`src/hw/rtl/ptp_pkg.sv`:
```
// ----------------------------------------------------------------------------
// ptp_pkg
// Shared widths and item types for the 4x4 perspective point transform.
// ----------------------------------------------------------------------------
package ptp_pkg;

  localparam int unsigned FIX_W  = 32;  // Q format word
  localparam int unsigned SUM_W  = 66;  // three 64b products plus translation
  localparam int unsigned MAG_W  = 58;  // |column sum| >> FRAC_BITS, FRAC_BITS >= 8
  localparam int unsigned NUM_W  = 66;  // |v| << FRAC_BITS
  localparam int unsigned Q_W    = 32;  // quotient bits resolved by the divider
  localparam int unsigned NREG   = 8;
  localparam int unsigned IDX_W  = 3;
  localparam int unsigned FIFO_D = 4;

  // front -> back transaction
  typedef struct packed {
    logic [2:0][NUM_W-1:0] num;
    logic [2:0]            neg;
    logic [MAG_W-1:0]      den;
    logic                  w_zero;
    logic [2:0][FIX_W-1:0] zval;   // clamped undivided values
    logic                  zsat;
  } ptp_item_t;

  // divider pipeline stage payload
  typedef struct packed {
    logic [2:0][MAG_W-1:0] rem;
    logic [2:0][Q_W-1:0]   nlo;
    logic [2:0][Q_W-1:0]   quo;
    logic [2:0]            ovf;
    logic [2:0]            neg;
    logic [MAG_W-1:0]      den;
    logic                  w_zero;
    logic [2:0][FIX_W-1:0] zval;
    logic                  zsat;
  } ptp_div_t;

  typedef struct packed {
    logic                  saturated;
    logic                  w_was_zero;
    logic [2:0][FIX_W-1:0] pt;     // z, y, x from high to low
  } ptp_res_t;

endpackage

```
`src/hw/rtl/ptp_fifo.sv`:
```
// ----------------------------------------------------------------------------
// ptp_fifo
// Short queue between the classifying front and the dividing back end.
// ----------------------------------------------------------------------------
module ptp_fifo import ptp_pkg::*; (
  input  logic      clk_i,
  input  logic      rst_ni,
  input  logic      push_i,
  input  ptp_item_t item_i,
  output logic      full_o,
  input  logic      pop_i,
  output logic      empty_o,
  output ptp_item_t item_o
);

  localparam int unsigned PW = $clog2(FIFO_D);

  ptp_item_t         mem_q [FIFO_D];
  logic [PW-1:0]     wr_q, rd_q;
  logic [PW:0]       cnt_q;

  assign full_o  = (cnt_q == (PW+1)'(FIFO_D));
  assign empty_o = (cnt_q == '0);
  assign item_o  = mem_q[rd_q];

  always_ff @(posedge clk_i or negedge rst_ni) begin
    if (!rst_ni) begin
      wr_q  <= '0;
      rd_q  <= '0;
      cnt_q <= '0;
    end else begin
      if (push_i) wr_q <= wr_q + 1'b1;
      if (pop_i)  rd_q <= rd_q + 1'b1;
      cnt_q <= cnt_q + (PW+1)'(push_i) - (PW+1)'(pop_i);
    end
  end

  always_ff @(posedge clk_i) begin
    if (push_i) mem_q[wr_q] <= item_i;
  end

endmodule

```
`config.mk`:
```
export PLATFORM = sky130hd
export DESIGN_NAME = ptp_fifo
export DESIGN_NICKNAME = d
export VERILOG_FILES = /design/src/hw/rtl/ptp_pkg.sv /design/src/hw/rtl/ptp_fifo.sv
export SDC_FILE = /design/constraint.sdc
export NUM_CORES = 1
export LEC_CHECK = 0
export BUFFER_PORTS_ARGS = -buffer_cell sky130_fd_sc_hd__buf_2
export CORE_ASPECT_RATIO = 1.2
export CORE_MARGIN = 2
export CORE_UTILIZATION = 55
export CTS_BUF_LIST = sky130_fd_sc_hd__clkbuf_16
export DETAILED_ROUTE_END_ITERATION = 12
export PLACE_DENSITY = 0.77
export SLEW_MARGIN = 20
export SYNTH_ARGS = -nofsm -noshare
export SYNTH_HDL_FRONTEND = slang
export SYNTH_SLANG_ARGS = --single-unit
```
`constraint.sdc`:
```
create_clock -name clk_i -period 11.3 [get_ports clk_i]
set_input_delay 2.26 -clock clk_i [delete_from_list [all_inputs] [get_ports clk_i]]
set_output_delay 2.26 -clock clk_i [all_outputs]
set_load 0.02 [all_outputs]
```
==> impl_metrics.yaml <==
placed_design:
  port_buffers: 719
  gp_congestion: 0.811
  post-dp-hpwl_mm: 68.9
  place_inst: 3809
  dpl_cell_area_sq_um: 56800
  pre_cts_slack_ps: 5690
timing:
  period_needed_ps: 6260
  final-max-slew-violation-count: 0
  rsz0062_at_grt: "no"
  relSlewSlack_pct: 14.9
  worst_pin_slew_ps: 1280
  setup_slack_ps: 5040
  finClkSkew_ps: 18.3
  clock.fmax_ghz: 0.160
  tns_ps: 0
  hold_viol_final: 0
  setup_viol: 0
  finalCritPeriodShare_pct: 55.4
synth:
  yosysUniqueCellTypes: 17
  synthTopCellsByCount: "edfxtp_1 (1428), mux4_2 (357), buf_2 (36), buf_6 (36), dfrtp_1 (7)"
  synth_top_area_share_pct: 82.6
  yosysMostFrequentCell: "edfxtp_1"
  avgSynthCellArea_sq_um: 27.3
  syn-num-nets: 2267
  synthMuxAreaShare_pct: 15.5
  synth-simple-area-share_pct: 0.0843
  yosysWarnings: 0
  ys_seq_area_share_pct: 82.9
  synth_compound_area_share_pct: 0.00964
  synth-seq-cells: 1435
  synth_top_flop_cell: "edfxtp_1"
  syn_area_sq_um: 51900
  async_flop_share_pct: 0.488
  synth_area_leader_cell: "edfxtp_1"
  netlist_top_cells_area: "edfxtp_1 (83%), mux4_2 (15%), buf_6 (0.78%), buf_2 (0.35%), dfrtp_1 (0.34%)"
  synth_fa_ha_area_share_pct: 0.183
  synth_edf_count: 1428
  synth_top_family_by_area: "multiplexers"
  syn_inst: 1899
  synthXorXnorAreaFrac_pct: 0.0843
critical_path:
  crit_family: "buffers and inverters"
  worst_path_max_delay_cell: "dfrtp_4"
  critical_path_class: "flop to output port"
  worstReg2RegEnd: "mem_q[0][146]"
  path_cells: "buf_4 > buf_4 > mux4_2 > buf_2"
  start_kind: "flop"
  crit_required_ps: 9040
  arrival_ps: 4000
  crit_path_end_kind: "output port"
  critPathMaxStageDelay_ps: 850
  reg2regPathDepth: 5
  path_buf_inv: 3
  path_common_cell: "buf_4"
  worst-path-max-fanout: 45
  reg2reg_from: "wr_q[0]"
  r2r_slack_ps: 7930
detailed_routing:
  vias: 24000
  viasPerCell: 5.88
  routed_wl_mm: 117
  drtPass1Iterations: 5
  antenna_left: 0
  routedWlPerCell_um: 28.7
  drc_errors: 0
  drtIter0Drc: 2379
cells_and_area:
  num-nets-final: 3063
  postLayoutCellArea_sq_um: 61300
  fin_cells: 4080
  drive_gt1_share_pct: 46.1
  synthToLayoutAreaGrowth_pct: 18.1
die:
  die_w_um: 285
  rows: 123
  core_area_sq_um: 93700
  die_area_sq_um: 96900
  start_util_pct: 55.4
  ios: 720
  die_h_um: 341
global_routing:
  grt_max_degree: 150
  antenna_found_initial: 66
  grt_pass1_wl_mm: 170
  grt_usage_pct: 24.2
  grt_pass1_vias: 25700
  gr-total-overflow: 0
hold_path:
  min_to: "wr_q[0]"
  hold_class: "flop to flop"
  hold_path_depth: 1
  holdCritStartpoint: "wr_q[0]"
cts:
  cts_buffers: 134
  clockBufferDepth: 3
  cts_tree: "yes"
  worst_skew_pair.late_latency_ps: 720
  postCtsHoldBufs: 0
  cts_root_buf: "clkbuf_16"
  post-cts-setup-buffers: 0
  cts_sinks: 1435
  path_clk_slew_ps: 60
  htree_levels: 4
  cts.repair.resized: 0
status:
  status: "complete, no violations"
pwr:
  powerDensity_nw_per_um2: 279
  irDropWorstVdd_mv: 0.221
  p_leak_nw: 20.8
flow_run:
  maxCapViolCount: 0
-- metrics by stage --
step           hold slack, ps  power (W)  utilization [%]
6_report                  564     0.0171             65.4
2_1_floorplan             491     0.0113                -
4_1_cts                   566     0.0173             65.3
5_1_grt                   591     0.0177             65.4
3_3_place_gp              507     0.0125             60.6
3_5_place_dp              575     0.0127             60.6
-- layer usage --
layer,part of all wire (%),track usage (%),up-vias,wire [um]
met4,3.5,9.67,54,4100
met3,11,9.60,255,13200
met2,51,40.4,1247,59900
met1,34,28.3,12500,39500
li1,-,-,9917,-
met5,0.31,0,-,368
-- worst max-delay path by stage --
stage | start | to | slack (ps) | cells past startpoint
finish | rd_q[0] | item_o[75] | 5040 | 4
global route | rd_q[0] | item_o[233] | 4680 | 4
CTS | rd_q[0] | item_o[75] | 4890 | 4
detailed placement | rd_q[0] | item_o[233] | 5690 | 4
global placement | rd_q[0] | item_o[233] | 5720 | 4
floorplan | push_i | mem_q[0][0] | 240 | 1
-- state kept, by name, summed over array words and instances (netlist names) --
signal  flops
cnt_q       3
wr_q        2
mem_q    1428
rd_q        2
-- cell usage in the layout (no fill, tap or decap) --
cell	netlist	layout
edfxtp_1	1428	1428
buf_2	36	719
mux4_2	357	357
clkbuf_16	0	136
diode_2	0	34
inv_1	6	31
clkinv_1	0	26
bufinv_16	0	16
buf_12	0	11
buf_4	3	10
clkinvlp_4	0	7
clkinv_2	0	7
ha_1	6	6
clkinv_8	0	5
inv_6	0	5
clkinv_4	0	5
dfrtp_1	7	5
and2_4	0	4
xnor2_1	3	3
inv_16	0	3
xor2_1	2	2
nand2_1	2	2
clkinv_16	0	2
dfrtp_4	0	2
nor3_1	1	1
and3_1	1	1
o21ai_0	1	1
fa_1	1	1
-- power by group --
| part | leakage [nW] | internal (W) | switching [W] |
|---|---|---|---|
| clock network | 2.23 | 0.00258 | 0.00194 |
| registers | 13.2 | 0.00697 | 0.000319 |
| logic | 5.38 | 0.00202 | 0.00330 |
| total | 20.8 | 0.0116 | 0.00556 |
-- logic make-up after synthesis --
group | Yosys count
AOI/OAI and AO/OA | 1
xor gates and xnor gates | 5
adders and majority gates | 7
buffers and inverters | 86
DFF | 1435
muxes | 357
and+or+nand+nor | 8
-- layout make-up --
| cell class | instances | area, sq um |
|---|---|---|
| Clock inverter | 101 | 1050 |
| Inverter | 6 | 22.5 |
| Timing Repair Buffer | 740 | 3890 |
| Antenna cell | 34 | 85.1 |
| Sequential cell | 1435 | 43100 |
| Multi-Input combinational cell | 378 | 8240 |
| Fill cell | 5683 | 32400 |
| Tap cell | 1250 | 1560 |
| Clock buffer | 136 | 3400 |
(Power assumes the default switching activity.)
